### config.mk
export PLATFORM = sky130hd
export DESIGN_NAME = wilder_atr_smoother_top
export DESIGN_NICKNAME = d
export VERILOG_FILES = /design/src/rtl/wats_pkg.sv /design/src/rtl/wats_div.sv /design/src/rtl/wilder_atr_smoother_top.sv
export SDC_FILE = /design/constraint.sdc
export NUM_CORES = 1
export LEC_CHECK = 0
export BUFFER_PORTS_ARGS = -buffer_cell sky130_fd_sc_hd__buf_2
export CAP_MARGIN = 10
export CORE_AREA = 3 3 240 242
export CTS_BUF_LIST = sky130_fd_sc_hd__clkbuf_4 sky130_fd_sc_hd__clkbuf_8 sky130_fd_sc_hd__clkbuf_16
export DETAILED_ROUTE_END_ITERATION = 16
export DIE_AREA = 0 0 243 245
export GPL_ROUTABILITY_DRIVEN = 0
export GPL_TIMING_DRIVEN = 1
export PLACE_DENSITY = 0.77
export SETUP_SLACK_MARGIN = 0.3
export SKIP_LAST_GASP = 1
export SLEW_MARGIN = 20
export SYNTH_ARGS = -nofsm -noshare
export SYNTH_HDL_FRONTEND = slang
export SYNTH_SLANG_ARGS = --single-unit
### constraint.sdc
create_clock -name i_clk -period 7.4 [get_ports i_clk]
set_input_delay 0.37 -clock i_clk [delete_from_list [all_inputs] [get_ports i_clk]]
set_output_delay 0.37 -clock i_clk [all_outputs]
set_load 0.005 [all_outputs]
### src/rtl/wats_pkg.sv
// ============================================================================
// wats_pkg
// Shared types and constants for the Wilder average-true-range smoother.
// ============================================================================
package wats_pkg;

    // Fixed field widths of the interface.
    localparam int SEQ_W   = 32;
    localparam int FIELD_W = 32;
    localparam int PER_W   = 16;
    localparam int LB_W    = 8;
    localparam int CFG_W   = 16;
    localparam int IDX_W   = 2;

    // The recurrence intermediate is saturated to 64 bits, the width of the dividend.
    localparam int DIV_W   = 64;

    // Register indexes on the configuration port.
    localparam logic [IDX_W-1:0] REG_PERIOD    = 2'd0;
    localparam logic [IDX_W-1:0] REG_UNTRUSTED = 2'd1;
    localparam logic [IDX_W-1:0] REG_LOOKBACK  = 2'd2;

    // Request type codes.
    localparam logic REQ_CALC = 1'b0;
    localparam logic REQ_PICK = 1'b1;

    // Sequencer states of the top level.
    typedef enum logic [2:0] {
        S_IDLE,
        S_DECODE,
        S_MUL,
        S_SUM,
        S_DIV,
        S_DONE
    } t_state;

    // Status from the serial divider.
    typedef struct packed {
        logic busy;
        logic done;
    } t_div_stat;

endpackage

### src/rtl/wats_div.sv
// ============================================================================
// wats_div
// Radix-4 restoring divider: a 64-bit dividend by a 16-bit divisor, two
// quotient bits per cycle shifted into the dividend register.
// ============================================================================
module wats_div (
    input  logic                           i_clk,
    input  logic                           i_rst_n,
    input  logic                           i_start,
    input  logic [wats_pkg::DIV_W-1:0]     i_dividend,
    input  logic [wats_pkg::PER_W-1:0]     i_divisor,
    output wats_pkg::t_div_stat            o_stat,
    output logic [wats_pkg::DIV_W-1:0]     o_quotient
);

    localparam int STEPS = wats_pkg::DIV_W / 2;
    localparam int CNT_W = $clog2(STEPS);
    localparam int PW    = wats_pkg::PER_W;
    localparam int DW    = wats_pkg::DIV_W;

    logic [CNT_W-1:0] r_cnt;
    logic             r_busy;
    logic             r_done;
    logic [PW-1:0]    r_rem;
    logic [PW-1:0]    r_den;
    logic [DW-1:0]    r_dq;

    logic [PW:0]      w_t1;
    logic [PW:0]      w_t2;
    logic [PW:0]      w_d;
    logic             w_ge1;
    logic             w_ge2;
    logic [PW-1:0]    w_r1;
    logic [PW-1:0]    w_r2;

    // Two compare-and-subtract steps on the partial remainder.
    always_comb begin
        w_d   = {1'b0, r_den};
        w_t1  = {r_rem, r_dq[DW-1]};
        w_ge1 = (w_t1 >= w_d);
        w_r1  = w_ge1 ? PW'(w_t1 - w_d) : w_t1[PW-1:0];
        w_t2  = {w_r1, r_dq[DW-2]};
        w_ge2 = (w_t2 >= w_d);
        w_r2  = w_ge2 ? PW'(w_t2 - w_d) : w_t2[PW-1:0];
    end

    // Control: busy until the last step, done pulses after the last step.
    always_ff @(posedge i_clk) begin
        if (!i_rst_n) begin
            r_busy <= 1'b0;
            r_done <= 1'b0;
            r_cnt  <= '0;
        end else begin
            r_done <= 1'b0;
            if (i_start) begin
                r_busy <= 1'b1;
                r_cnt  <= '0;
            end else if (r_busy) begin
                r_cnt <= r_cnt + 1'b1;
                if (r_cnt == CNT_W'(STEPS - 1)) begin
                    r_busy <= 1'b0;
                    r_done <= 1'b1;
                end
            end
        end
    end

    // Datapath: the dividend shifts out at the top, quotient bits in below.
    always_ff @(posedge i_clk) begin
        if (i_start) begin
            r_dq  <= i_dividend;
            r_den <= i_divisor;
            r_rem <= '0;
        end else if (r_busy) begin
            r_dq  <= {r_dq[DW-3:0], w_ge1, w_ge2};
            r_rem <= w_r2;
        end
    end

    assign o_stat.busy = r_busy;
    assign o_stat.done = r_done;
    assign o_quotient  = r_dq;

endmodule

### src/rtl/wilder_atr_smoother_top.sv
// ============================================================================
// wilder_atr_smoother_top
// Wilder smoothing of a sequence-numbered true-range stream (average true
// range) with a bit-serial multiplier and a radix-4 serial divider.
// ============================================================================
// Usage:
// A sample transaction on the input channel (i_in_valid / o_in_stall) carries
// a request type, a sequence number and a Q16.16 true-range sample. Each one
// produces exactly one result transaction on the output channel
// (o_out_valid / i_out_stall) with the smoothed value and its valid flag; an
// invalid result always carries a zero value. The block works on one sample
// at a time and raises o_in_stall while busy. Work per sample:
//   - ignored or pure warm-up samples: decode only, no multiply or divide,
//   - the seed (sequence number equal to the period): the divider alone,
//   - recurrence samples and previews past the period: the shift-add
//     multiplier, then the 2-bit-per-cycle divider; other previews use the divider alone.
// A finished result sits in the output register; the next sample is taken
// while it waits, and its own result waits in the sequencer until the output
// register is free. Configuration is written on i_cfg_we at any idle time.
// Synchronous reset loads the default registers (period 14, no warm-up,
// lookback 1), clears the running value and empties the output register.
// ============================================================================
module wilder_atr_smoother_top #(
    parameter int SAMPLE_WIDTH = 32,
    parameter int ACC_WIDTH    = 48
) (
    input  logic                              i_clk,
    input  logic                              i_rst_n,
    // configuration
    input  logic                              i_cfg_we,
    input  logic [wats_pkg::IDX_W-1:0]        i_cfg_idx,
    input  logic [wats_pkg::CFG_W-1:0]        i_cfg_data,
    // input channel
    input  logic                              i_in_valid,
    output logic                              o_in_stall,
    input  logic                              i_req_type,
    input  logic [wats_pkg::SEQ_W-1:0]        i_seq_num,
    input  logic [wats_pkg::FIELD_W-1:0]      i_true_range,
    // output channel
    output logic                              o_out_valid,
    input  logic                              i_out_stall,
    output logic [wats_pkg::FIELD_W-1:0]      o_atr_value,
    output logic                              o_atr_valid
);

    localparam int PW    = wats_pkg::PER_W;
    localparam int DW    = wats_pkg::DIV_W;
    localparam int FW    = wats_pkg::FIELD_W;
    localparam int SW    = wats_pkg::SEQ_W;
    localparam int EXT_W = (ACC_WIDTH + PW > DW + 1) ? ACC_WIDTH + PW : DW + 1;
    localparam int MC_W  = $clog2(PW);
    localparam logic [DW-1:0] SMP_MASK = DW'((65'd1 << SAMPLE_WIDTH) - 65'd1);

    // Configuration registers.
    logic [PW-1:0]              r_period;
    logic [PW-1:0]              r_untrusted;
    logic [wats_pkg::LB_W-1:0]  r_lookback;

    // Sequencer and captured sample.
    wats_pkg::t_state           r_state;
    wats_pkg::t_state           n_state;
    logic                       r_req;
    logic [SW-1:0]              r_seq;
    logic [FW-1:0]              r_smp;

    // Running value and the operation in flight.
    logic [ACC_WIDTH-1:0]       r_rv;
    logic                       r_recur;
    logic                       r_commit;
    logic                       r_ok;
    logic [DW-1:0]              r_res;

    // Shift-add multiplier.
    logic [EXT_W-1:0]           r_mcand;
    logic [EXT_W-1:0]           r_prod;
    logic [PW-1:0]              r_mplier;
    logic [MC_W-1:0]            r_mcnt;

    // Output register.
    logic                       r_out_valid;
    logic [FW-1:0]              r_out_value;
    logic                       r_out_ok;

    // Decode and datapath signals.
    logic [PW-1:0]              w_per;
    logic [PW:0]                w_trust;
    logic                       w_gt_p;
    logic                       w_eq_p;
    logic                       w_lt_trust;
    logic                       w_eq_trust;
    logic                       w_lt_lb;
    logic [DW:0]                w_sum64;
    logic [DW-1:0]              w_sat64;
    logic [ACC_WIDTH:0]         w_suma;
    logic [ACC_WIDTH-1:0]       w_sata;
    logic [DW-1:0]              w_prod64;
    logic [DW:0]                w_num;
    logic [DW-1:0]              w_num_sat;
    logic [DW-1:0]              w_q;
    logic [DW-1:0]              w_qval;
    logic                       w_load;
    logic                       w_div_start;
    logic [DW-1:0]              w_dividend;
    wats_pkg::t_div_stat        w_div_stat;

    // Configuration writes; indexes beyond the list are dropped.
    always_ff @(posedge i_clk) begin
        if (!i_rst_n) begin
            r_period    <= PW'(14);
            r_untrusted <= '0;
            r_lookback  <= 8'd1;
        end else if (i_cfg_we) begin
            case (i_cfg_idx)
                wats_pkg::REG_PERIOD:    r_period    <= i_cfg_data;
                wats_pkg::REG_UNTRUSTED: r_untrusted <= i_cfg_data;
                wats_pkg::REG_LOOKBACK:  r_lookback  <= i_cfg_data[wats_pkg::LB_W-1:0];
                default: ;
            endcase
        end
    end

    // Sample classification against period, trust point and lookback.
    always_comb begin
        w_per      = (r_period == '0) ? PW'(1) : r_period;
        w_trust    = {1'b0, w_per} + {1'b0, r_untrusted};
        w_gt_p     = r_seq > SW'(w_per);
        w_eq_p     = r_seq == SW'(w_per);
        w_lt_trust = r_seq < SW'(w_trust);
        w_eq_trust = r_seq == SW'(w_trust);
        w_lt_lb    = r_seq < SW'(r_lookback);
    end

    // Saturating sums of the running value and the sample.
    always_comb begin
        w_sum64 = (DW + 1)'(r_rv) + (DW + 1)'(r_smp);
        w_sat64 = w_sum64[DW] ? {DW{1'b1}} : w_sum64[DW-1:0];
        w_suma  = (ACC_WIDTH + 1)'(r_rv) + (ACC_WIDTH + 1)'(r_smp);
        w_sata  = w_suma[ACC_WIDTH] ? {ACC_WIDTH{1'b1}} : w_suma[ACC_WIDTH-1:0];
    end

    // Recurrence numerator: saturated product plus the sample, saturated.
    always_comb begin
        w_prod64  = (|r_prod[EXT_W-1:DW]) ? {DW{1'b1}} : r_prod[DW-1:0];
        w_num     = {1'b0, w_prod64} + (DW + 1)'(r_smp);
        w_num_sat = w_num[DW] ? {DW{1'b1}} : w_num[DW-1:0];
    end

    // Quotient, masked to the accumulator width for the recurrence.
    always_comb begin
        w_qval = r_recur ? DW'(w_q[ACC_WIDTH-1:0]) : w_q;
    end

    assign w_load = (r_state == wats_pkg::S_DONE) && (!r_out_valid || !i_out_stall);

    // Next state and divider start.
    always_comb begin
        n_state     = r_state;
        w_div_start = 1'b0;
        w_dividend  = w_num_sat;
        case (r_state)
            wats_pkg::S_IDLE: begin
                if (i_in_valid) begin
                    n_state = wats_pkg::S_DECODE;
                end
            end
            wats_pkg::S_DECODE: begin
                if (r_req == wats_pkg::REQ_PICK) begin
                    if (w_lt_trust) begin
                        n_state = wats_pkg::S_DONE;
                    end else if (w_gt_p) begin
                        n_state = wats_pkg::S_MUL;
                    end else begin
                        w_div_start = 1'b1;
                        w_dividend  = w_sat64;
                        n_state     = wats_pkg::S_DIV;
                    end
                end else if (w_lt_lb) begin
                    n_state = wats_pkg::S_DONE;
                end else if (w_gt_p) begin
                    n_state = wats_pkg::S_MUL;
                end else if (w_eq_p) begin
                    w_div_start = 1'b1;
                    w_dividend  = DW'(w_sata);
                    n_state     = wats_pkg::S_DIV;
                end else begin
                    n_state = wats_pkg::S_DONE;
                end
            end
            wats_pkg::S_MUL: begin
                if (r_mcnt == MC_W'(PW - 1)) begin
                    n_state = wats_pkg::S_SUM;
                end
            end
            wats_pkg::S_SUM: begin
                w_div_start = 1'b1;
                n_state     = wats_pkg::S_DIV;
            end
            wats_pkg::S_DIV: begin
                if (w_div_stat.done) begin
                    n_state = wats_pkg::S_DONE;
                end
            end
            wats_pkg::S_DONE: begin
                if (w_load) begin
                    n_state = wats_pkg::S_IDLE;
                end
            end
            default: n_state = wats_pkg::S_IDLE;
        endcase
    end

    // State register.
    always_ff @(posedge i_clk) begin
        if (!i_rst_n) begin
            r_state <= wats_pkg::S_IDLE;
        end else begin
            r_state <= n_state;
        end
    end

    // Running value; cleared by reset as part of the smoother state.
    always_ff @(posedge i_clk) begin
        if (!i_rst_n) begin
            r_rv <= '0;
        end else if (r_state == wats_pkg::S_DECODE && r_req == wats_pkg::REQ_CALC
                     && !w_lt_lb && !w_gt_p && !w_eq_p) begin
            r_rv <= w_sata;
        end else if (r_state == wats_pkg::S_DIV && w_div_stat.done && r_commit) begin
            r_rv <= w_qval[ACC_WIDTH-1:0];
        end
    end

    // Sample capture, operation flags and the serial multiplier.
    always_ff @(posedge i_clk) begin
        case (r_state)
            wats_pkg::S_IDLE: begin
                if (i_in_valid) begin
                    r_req <= i_req_type;
                    r_seq <= i_seq_num;
                    r_smp <= i_true_range & SMP_MASK[FW-1:0];
                end
            end
            wats_pkg::S_DECODE: begin
                r_mcand  <= EXT_W'(r_rv);
                r_prod   <= '0;
                r_mplier <= w_per - PW'(1);
                r_mcnt   <= '0;
                r_recur  <= w_gt_p;
                r_commit <= (r_req == wats_pkg::REQ_CALC);
                if (r_req == wats_pkg::REQ_PICK) begin
                    r_ok <= !w_lt_trust;
                end else if (w_gt_p && !w_lt_lb) begin
                    r_ok <= !w_lt_trust;
                end else begin
                    r_ok <= !w_lt_lb && w_eq_p && w_eq_trust;
                end
            end
            wats_pkg::S_MUL: begin
                if (r_mplier[0]) begin
                    r_prod <= r_prod + r_mcand;
                end
                r_mcand  <= {r_mcand[EXT_W-2:0], 1'b0};
                r_mplier <= {1'b0, r_mplier[PW-1:1]};
                r_mcnt   <= r_mcnt + 1'b1;
            end
            wats_pkg::S_DIV: begin
                if (w_div_stat.done) begin
                    r_res <= w_qval;
                end
            end
            default: ;
        endcase
    end

    // Output register: clamp to the sample range, zero when not trusted.
    always_ff @(posedge i_clk) begin
        if (!i_rst_n) begin
            r_out_valid <= 1'b0;
        end else if (w_load) begin
            r_out_valid <= 1'b1;
        end else if (!i_out_stall) begin
            r_out_valid <= 1'b0;
        end
    end

    always_ff @(posedge i_clk) begin
        if (w_load) begin
            r_out_ok <= r_ok;
            if (!r_ok) begin
                r_out_value <= '0;
            end else if (r_res > SMP_MASK) begin
                r_out_value <= SMP_MASK[FW-1:0];
            end else begin
                r_out_value <= r_res[FW-1:0];
            end
        end
    end

    wats_div u_div (
        .i_clk      (i_clk),
        .i_rst_n    (i_rst_n),
        .i_start    (w_div_start),
        .i_dividend (w_dividend),
        .i_divisor  (w_per),
        .o_stat     (w_div_stat),
        .o_quotient (w_q)
    );

    assign o_in_stall  = (r_state != wats_pkg::S_IDLE);
    assign o_out_valid = r_out_valid;
    assign o_atr_value = r_out_value;
    assign o_atr_valid = r_out_ok;

    // An untrusted result always carries a zero value.
    a_invalid_zero: assert property (@(posedge i_clk) disable iff (!i_rst_n)
        o_out_valid && !o_atr_valid |-> o_atr_value == '0)
        else $error("untrusted result with nonzero value");

    // A reported value never exceeds the sample range.
    a_clamped: assert property (@(posedge i_clk) disable iff (!i_rst_n)
        o_out_valid |-> DW'(o_atr_value) <= SMP_MASK)
        else $error("result above sample range");

    // A transaction taken in raises the input stall.
    a_one_at_a_time: assert property (@(posedge i_clk) disable iff (!i_rst_n)
        i_in_valid && !o_in_stall |=> o_in_stall)
        else $error("second sample accepted while busy");

    // The divider is only started when it is free.
    a_div_free: assert property (@(posedge i_clk) disable iff (!i_rst_n)
        w_div_start |-> !w_div_stat.busy)
        else $error("divider restarted while busy");

    // Waiting in the divide state means the divider is working.
    a_div_wait: assert property (@(posedge i_clk) disable iff (!i_rst_n)
        r_state == wats_pkg::S_DIV && $past(r_state) == wats_pkg::S_DIV
        && !w_div_stat.done |-> w_div_stat.busy)
        else $error("sequencer waits on an idle divider");

endmodule
# --- Yosys cells after proc, flatten, opt, wreduce, memory -nomap -nowiden ---
# Index checks and enable logic that the tools add are counted.
# Widths: inputs -> output; s select.
totals:
  register_bits: 510
  in_bits: 88
  out_inout_bits: 35
  elab_cells: 145
op_classes:
  n_addsub: 10
  n_lt_le_gt_ge: 6
  eq_ne: 17
  mux: 50
  n_bitwise: 3
  reduce_logical: 33
ops:
  columns: ["operator", "count"]
  rows:
  - ["$mux 64", 12]
  - ["$pmux 65 s2", 2]
  - ["$mux 48", 3]
  - ["$add 48x32->49", 2]
  - ["$add 64x32->65", 1]
  - ["$add 65x65->65", 1]
  - ["$mux 65", 1]
  - ["$gt 64x32->1 const B", 1]
  - ["$mux 16", 3]
  - ["$ge 17x16->1", 2]
  - ["$eq 32x16->1", 1]
  - ["$eq 32x17->1", 1]
  - ["$gt 32x16->1", 1]
  - ["$lt 32x17->1", 1]
  - ["$lt 32x8->1", 1]
  - ["$mux 32", 1]
  - ["$pmux 16 s2", 1]
  - ["$sub 16x16->16", 2]
  - ["$mux 3", 9]
  - ["$pmux 3 s6", 1]
  - ["$add 16x16->17", 1]
  - ["$logic_not 16->1", 1]
  - ["$sub 16x1->16 const B", 1]
  - ["$mux 1", 15]
  - ["other kinds (25)", 54]

# --- Longest topological paths before layout ---
# Gate-level depths: netlist of the first run.
logic_depth:
  ltp_word: 9
  depth_mapped: 28
  ltp_nobuf: 27

# --- Hierarchy ---
# From an unflattened synthesis of the first run, not the netlist that was laid out.
hier_totals:
  cells_unflattened: 3288
  area_unflattened_um2: 31961.9
by_module_without_submodules:
  columns: ["mod", "instances", "cells_per_inst", "area_each_um2", "seq_area_each_um2"]
  rows:
  - ["wilder_atr_smoother_top", 1, 2782, 25879.8, 11300.8]
  - ["wats_div", 1, 506, 6082.1, 2862.7]

# --- Worst setup path after synthesis of the first run ---
# Ideal clock, no wire load.
synth_timing:
  path_type: "reg-to-reg"
  from: "register r_state[1]"
  to: "register r_req (enable)"
  setup_ps: 648
  arrival_ps: 6986
  t_required_ps: 6752
  slack_ps: -234
  path_stages_with_launch: 5
  n_path_buf: 3
  synth_period_minus_slack_ps: 7634
  path_cell_list: "dfxtp_1 > clkbuf_1 > clkbuf_1 > clkbuf_1 > nor4_1"
synth_between:
  elab_chain_cells: 2
synth_lines:
  columns: ["element", "line_no", "source"]
  rows:
  - ["from (decl)", "wilder_atr_smoother_top.sv:60", "wats_pkg::t_state r_state;"]
  - ["from (signal assigned)", "wilder_atr_smoother_top.sv:215", "r_state <= wats_pkg::S_IDLE;"]
  - ["from (signal assigned)", "wilder_atr_smoother_top.sv:217", "r_state <= n_state;"]
  - ["$logic_not 3->1", "wilder_atr_smoother_top.sv:235", "case (r_state)"]
  - ["$reduce_and 2->1 (no line)", null, null]
  - ["to (signal assigned)", "wilder_atr_smoother_top.sv:238", "r_req <= i_req_type;"]
  - ["to (decl)", "wilder_atr_smoother_top.sv:62", "logic r_req;"]
# No other way between the ends.
# A chain may end at the register's enable or synchronous reset.

# --- Worst setup path after layout of the first run ---
layout_timing:
  from: "register r_period[4]"
  to: "register u_div.r_dq[41] (netlist: u_div.o_quotient[41]), data pin"
layout_between:
  elab_chain_cells: 9
  elab_cells_between_ends: 21
  classes_between: "1 x add/sub; 2 x order compare; 1 x eq/ne; 16 x mux; 1 x reduce/logical"
layout_lines:
  columns: ["element", "line_no", "source"]
  rows:
  - ["from (decl)", "wilder_atr_smoother_top.sv:55", "logic [PW-1:0] r_period;"]
  - ["from (signal assigned)", "wilder_atr_smoother_top.sv:114", "wats_pkg::REG_PERIOD: r_period <= i_cfg_data;"]
  - ["$logic_not 16->1 (*)", "wilder_atr_smoother_top.sv:124", "w_per = (r_period == '0) ? PW'(1) : r_period;"]
  - ["$mux 16 (*)", "wilder_atr_smoother_top.sv:124", null]
  - ["net u_div.i_divisor, one bit", "wats_div.sv:11", "input logic [wats_pkg::PER_W-1:0] i_divisor,"]
  - ["parallel branches: the longest is 6 deep, another holds $lt 32x17->1", null, null]
  - ["$mux 64 (*)", "wats_div.sv:70", "if (i_start) begin"]
  - ["to (signal assigned)", "wats_div.sv:71", "r_dq <= i_dividend;"]
  - ["to (signal assigned)", "wats_div.sv:75", "r_dq <= {r_dq[DW-3:0], w_ge1, w_ge2};"]
  - ["to (decl)", "wats_div.sv:26", "logic [DW-1:0] r_dq;"]
# Mark *: on every way through the listed nets, which the timed path passes.

==> impl_metrics.toml, run 1 <==
[layout]
nets = 3774
final_util_pct = 64.30
layout-drive-gt1-share_pct = 9.578
area_delta_synth_final_pct = 12.25
stdcell_area_um2 = 35570
antenna_cells = 0

[grt]
grt_pass1_vias = 26520
grt_max_degree = 98
overflow = 0
antenna_found_initial = 0
grt_usage_pct = 30.42
grt_pass1_wl_um = 145500

[yosys]
synth_most_common_cell = "nand2_1"
synthTopCellsByCount = "453 x nand2_1, 395 x edfxtp_1, 243 x a21oi_1"
synth_top_area_share_pct = 37.44
post_synth_xor_area_fraction_pct = 4.893
ys.flop_type = "edfxtp_1"
ys_ff_latch = 510
synth_top_family_by_area = "compound AO/OA/AOI/OAI gates"
yosys.area_share.simple_pct = 17.25
synth_area_per_cell_um2 = 9.447
synthAdderAreaFrac_pct = 9.067
async_reset_ff_share_pct = 0
synth_edf_count = 395
ys_warn_count = 0
synth-seq-area-share_pct = 44.70
muxShareOfSynthArea_pct = 0.6318
synth.net_count = 3668
ys_top_cells_by_area = "edfxtp_1 37%, ha_1 8.7%, dfxtp_1 7.3%, nand2_1 5.4%, a21oi_1 3.8%"
synth_cell_types = 86
yosysTopAreaCell = "edfxtp_1"
syn_area_um2 = 31680
netlist_instances = 3354
synth_compound_area_share_pct = 20.02

[critical_path]
r2r_cells = 26
setup.worst_path.start_class = "register"
critPathArrivalTime_ns = 7.15
path_max_fanout = 9
cp-end-kind = "register"
rr_startpoint = "r_period[4]"
worstPathRequired_ns = 7.77
reg2reg_slack_ns = 0.62
critPathKind = "reg2reg"
crit-reg2reg-capture = "u_div.o_quotient[41]"

[pwr]
power_density_nw_per_um2 = 274.5
p_leak_nw = 14.11
power.internal_mw = 6.394
p_comb_share_pct = 33.2
ir_drop_mv = 0.2818
clock_power_share_pct = 30.8
swShare_pct = 34.50
p_sw_mw = 3.368
power.share.sequential_pct = 36.0

[drt]
drt-total-wl_um = 92960
dr_wl_met3_um = 9473
wl_met2_um = 41500
vias_per_cell = 6.468
wl_met1_um = 37720
ant_nets = 0
num_vias = 27530
drtPass1Iterations = 6
topRoutingLayerUsed = "met4"
wl_per_cell_um = 21.84
drt_iter0_markers = 3631
drc = 0

[timing]
finalCriticalPeriod_ns = 6.782
relSlewSlack_pct = 20.27
tns_ns = 0
drv_slew = 0
rsz0062_at_grt = "no"
setup_viol = 0
finalCritPeriodShare_pct = 91.64
fmax_mhz = 147.5
worst_pin_slew_ns = 1.191
hold_violations = 0
fin_skew_ns = 0.02568

[clock_network]
clockRootBuffer = "clkbuf_16"
cts_tree = "built"
h-tree-depth = 2
numCtsBuffers = 56
post_cts_buffers = 0
worstSkewPairLatency_ns = 0.63
clockBufferDepth = 3
cts_sinks = 510
clk_pin_slew_ns = 0.06

[die]
io_pins = 123
fp.coreArea_um2 = 55310
die_y_um = 245
die_w_um = 243
die_area_um2 = 59540
initial_core_util_pct = 57.29
row_count = 86

[min_path]
hp-start = "i_cfg_data[12]"
worstHoldPathType = "in2reg"
hold_depth = 3
hold_end = "r_period[12]"

[job]
cap_viol_max_count = 0

[status]
run_status = "completed"

[place]
dp_hpwl_um = 66100
io_buffers = 122
dpl-instance-area_um2 = 32870
cell type report:
| cell class | count | area (um2) |
|---|---|---|
| fillers | 4365 | 19740 |
| multi-input cells | 2561 | 16520 |
| flip-flops and latches | 510 | 14160 |
| clock buffers | 79 | 1677 |
| repair buffers | 215 | 1506 |
| well taps | 748 | 935.9 |
| inverters | 116 | 435.4 |
| clock inverters | 27 | 325.3 |
metal layers:
| layer | global-route usage (%) | up-vias |
|---|---|---|
| li1 | - | 12570 |
| met1 | 41.34 | 13040 |
| met2 | 48.09 | 1620 |
| met3 | 5.276 | 298 |
| met4 | 13.44 | 0 |
| met5 | 0 | - |
layout by cell type (no fill, tap or decap), drive strengths merged, types with 24 or more instances in the layout:
master,n
xor2,66
nor2,242
a31oi,45
nand4,47
or2,46
a211oi,45
a21oi,245
o22ai,32
clkbuf,79
a21boi,46
dfxtp,115
nand2,453
o21bai,29
nor3,75
nor2b,43
o21ai,195
buf,149
xnor2,111
and3,49
nand3,79
and2,28
a21o,97
ha,220
o31ai,24
inv,116
o21a,64
dlygate4sd3,66
edfxtp,395
nor4,32
flip-flops by register name, summed over array words and instances (netlist names), 3 cells and up:
signal	flops
o_atr_value	32
r_lookback	8
r_mcand	65
r_mcnt	4
r_mplier	16
r_period	16
r_prod	65
r_res	64
r_rv	48
r_seq	32
r_smp	32
r_state	3
r_untrusted	16
u_div.o_quotient	64
u_div.r_cnt	5
u_div.r_den	16
u_div.r_rem	16
power by group through the flow:
stage,Clock (mW),Combinational [mW],Sequential (mW)
after floorplan,0,2.39,3.49
after global placement,0,3.01,3.56
after detailed placement,0,3.09,3.56
after CTS,3.03,3.14,3.51
after global routing,3.15,3.54,3.53
final,3.01,3.24,3.52
worst max-delay path by stage:
stage / slack [ns] / start / cells after the start / endpoint
floorplan: 0.57 / r_state[0] / 10 / r_rv[28]
global placement: 1.07 / r_period[4] / 26 / u_div.o_quotient[27]
detailed placement: 0.76 / r_period[4] / 26 / u_div.o_quotient[27]
CTS: 0.74 / r_period[4] / 26 / u_div.o_quotient[27]
global route: 0.32 / r_period[4] / 26 / u_div.o_quotient[41]
finish: 0.62 / r_period[4] / 26 / u_div.o_quotient[41]
cell families (layout without fill, tap and decap cells):
logic type                 after synthesis  in the layout
and+or+nand+nor                       1169           1169
AOI/OAI and AO/OA                      970            970
DFF                                    510            510
buffers and inverters                  283            437
adders and majority gates              226            226
xor gates and xnor gates               177            177
muxes                                   19             19
critical path, cell delays in order, from the launching register on:
cell and delay [ns]:
dfxtp_1 0.43, nor2_1 0.14, nand3_1 0.16, nor3_2 0.10
a41o_1 0.32, ha_1 0.24, fa_1 0.41, a21o_1 0.19
a21oi_1 0.22, o21bai_1 0.10, a21oi_1 0.26, nor2_1 0.10
o2111ai_1 0.24, a31oi_1 0.17, a311o_1 0.42, xnor2_1 0.15
ha_1 0.32, nand4_1 0.10, nor2_1 0.16, a21o_1 0.15
nand3_1 0.12, a21oi_1 0.40, nand2b_1 0.20, a21oi_2 0.54
o31ai_2 0.34, or3_1 0.44, o211a_1 0.11
metrics by stage:
stage	hold WS [ns]	std cells	worst slack [ns]	power (mW)
floorplan	0.4442	3354	0.5727	5.875
global placement	0.4626	4083	1.075	6.568
detailed placement	0.4706	4083	0.7636	6.651
CTS	0.004534	4255	0.7361	9.674
global route	0.02917	4256	0.3158	10.22
finish	0.02659	4256	0.6185	9.762
repair_timing:
item,in CTS,in global routing
hold buffers,66,0
hold endpoints to repair,66,0
gates resized for setup,0,2
setup endpoints to repair,0,11
No activity file was read; power rests on OpenSTA's default activity.
==> run 2, diff against run 1 <==
--- a/config.mk
+++ b/config.mk
@@ -7,10 +7,10 @@
 export LEC_CHECK = 0
 export BUFFER_PORTS_ARGS = -buffer_cell sky130_fd_sc_hd__buf_2
 export CAP_MARGIN = 10
-export CORE_AREA = 3 3 240 242
+export CORE_AREA = 3 3 241 243
 export CTS_BUF_LIST = sky130_fd_sc_hd__clkbuf_4 sky130_fd_sc_hd__clkbuf_8 sky130_fd_sc_hd__clkbuf_16
 export DETAILED_ROUTE_END_ITERATION = 16
-export DIE_AREA = 0 0 243 245
+export DIE_AREA = 0 0 244 246
 export GPL_ROUTABILITY_DRIVEN = 0
 export GPL_TIMING_DRIVEN = 1
 export PLACE_DENSITY = 0.77
@@ -19,4 +19,5 @@
 export SLEW_MARGIN = 20
 export SYNTH_ARGS = -nofsm -noshare
 export SYNTH_HDL_FRONTEND = slang
+export SYNTH_HIERARCHICAL = 1
 export SYNTH_SLANG_ARGS = --single-unit
==> impl_metrics.toml, run 2 <==
[die]
io_pins = 123
row_count = 87
die_area_um2 = 60020
die_w_um = 244
initial_core_util_pct = 56.89
die_y_um = 246
fp.coreArea_um2 = 56170

[clock_network]
clk_pin_slew_ns = 0.06
numCtsBuffers = 55
worstSkewPairLatency_ns = 0.63
h-tree-depth = 2
clockRootBuffer = "clkbuf_16"
cts_tree = "built"
clockBufferDepth = 3
cts_sinks = 510

[grt]
grt_pass1_vias = 26220
antenna_found_initial = 2
overflow = 0
grt_pass1_wl_um = 143500
grt_max_degree = 84
grt_usage_pct = 30.17

[critical_path]
critPathKind = "reg2reg"
critPathMostFrequentCell = "nand2_1"
critPathArrivalTime_ns = 7.15
path_max_fanout = 16
worstPathRequired_ns = 7.77
cpPeakStageDelay_ns = 0.42
cp-end-kind = "register"
crit_slowest_cell = "dfxtp_1"
setup.worst_path.start_class = "register"

[layout]
layout-drive-gt1-share_pct = 12.76
mostFrequentLayoutCell = "edfxtp_1"
stdcell_area_um2 = 35950
final_cell_mix = "395 x edfxtp_1, 358 x nand2_1, 318 x a21oi_1"
area_delta_synth_final_pct = 12.50
top_regs = "r_mcand: 65 flops, r_prod: 65 flops"
nets = 3732

[yosys]
netlist_instances = 3287
synth_area_per_cell_um2 = 9.721
syn_area_um2 = 31950
synth.net_count = 3601
ys_warn_count = 6

[pwr]
power_density_nw_per_um2 = 287.9
ir_drop_mv = 0.2392
power.share.sequential_pct = 34.8
swShare_pct = 35.67
power.internal_mw = 6.658
p_comb_share_pct = 36.8
clock_power_share_pct = 28.4
p_leak_nw = 13.89
p_sw_mw = 3.691

[timing]
rsz0062_at_grt = "no"
setup_viol = 0
finalCriticalPeriod_ns = 6.779
relSlewSlack_pct = 27.89
worst_pin_slew_ns = 1.082
fin_skew_ns = 0.02589
holdWs_ns = 0.02478
finalCritPeriodShare_pct = 91.61
tns_ns = 0
drv_slew = 0
hold_violations = 0
fmax_mhz = 147.5

[status]
run_status = "completed"

[drt]
drt-total-wl_um = 93570
ant_nets = 0
drtPass1Iterations = 6
num_vias = 27060
drc = 0
vias_per_cell = 6.407
wl_met2_um = 42890
dr_wl_met3_um = 8495
wl_met1_um = 37030
wl_per_cell_um = 22.16
topRoutingLayerUsed = "met4"
drt_iter0_markers = 3253

[place]
dp_hpwl_um = 66050
io_buffers = 122
dpl-instance-area_um2 = 33160

[job]
cap_viol_max_count = 0

[min_path]
worstHoldPathType = "in2reg"
[run 2: what timing repair did]
action	in CTS	in global routing
endpoints found under the setup margin	0	142
hold endpoints to repair	80	0
buffers inserted	0	2
hold buffers	74	0
gates resized for setup	0	7
[run 2: path summary, 6_finish.rpt]
kind                            slack (ns)  depth (start not counted)                   end            start
worst max-delay path                  0.62                         28  u_div/o_quotient[20]      r_period[8]
worst min-delay path                  0.02                          3        r_untrusted[2]    i_cfg_data[2]
worst max register to register        0.62                         28  u_div/o_quotient[20]      r_period[8]
worst min register to register        0.47                          2       r_untrusted[14]  r_untrusted[14]
[run 2: power by group through the flow]
stage	Combinational, mW	Sequential [mW]	Clock (mW)
after detailed placement	3.66	3.65	0
after global placement	3.53	3.64	0
after CTS	3.72	3.59	2.96
final	3.81	3.60	2.94
after global routing	4.15	3.62	3.08
after floorplan	2.90	3.56	0
[run 2: routing by layer]
| layer | vias up | track usage (%) |
|---|---|---|
| met2 | 1374 | 49.07 |
| met5 | - | 0 |
| met3 | 361 | 5.714 |
| met4 | 0 | 15.27 |
| met1 | 12950 | 38.69 |
| li1 | 12370 | - |
[run 2: worst max-delay path: cells and delay by family (launching register included)]
| kind | cells | cell delay, ns |
|---|---|---|
| compound gates | 14 | 3.25 |
| xor+xnor | 1 | 0.18 |
| fa+ha+maj | 3 | 0.90 |
| buf+inv | 2 | 0.37 |
| flops | 1 | 0.42 |
| mux | 1 | 0.29 |
| simple gates | 7 | 1.10 |
[run 2: layout make-up]
| type | instances | area (um2) |
|---|---|---|
| Inverter | 96 | 360.3 |
| Timing Repair Buffer | 226 | 1654 |
| Clock buffer | 75 | 1652 |
| Fill cell | 4435 | 20220 |
| Multi-Input combinational cell | 2529 | 16860 |
| Sequential cell | 510 | 14160 |
| Tap cell | 756 | 945.9 |
| Clock inverter | 29 | 307.8 |
| Antenna cell | 2 | 5.005 |
[run 2: stage by stage]
step                total power, mW  setup slack, ns  instances  util, %
detailed placement            7.304           0.4449       4038    59.04
floorplan                     6.462           0.8074       3287        -
finish                        10.35           0.6205       4223    64.00
global placement              7.170           0.8358       4036    58.94
global route                  10.85           0.2756       4222    64.00
CTS                           10.27           0.3545       4216    63.85
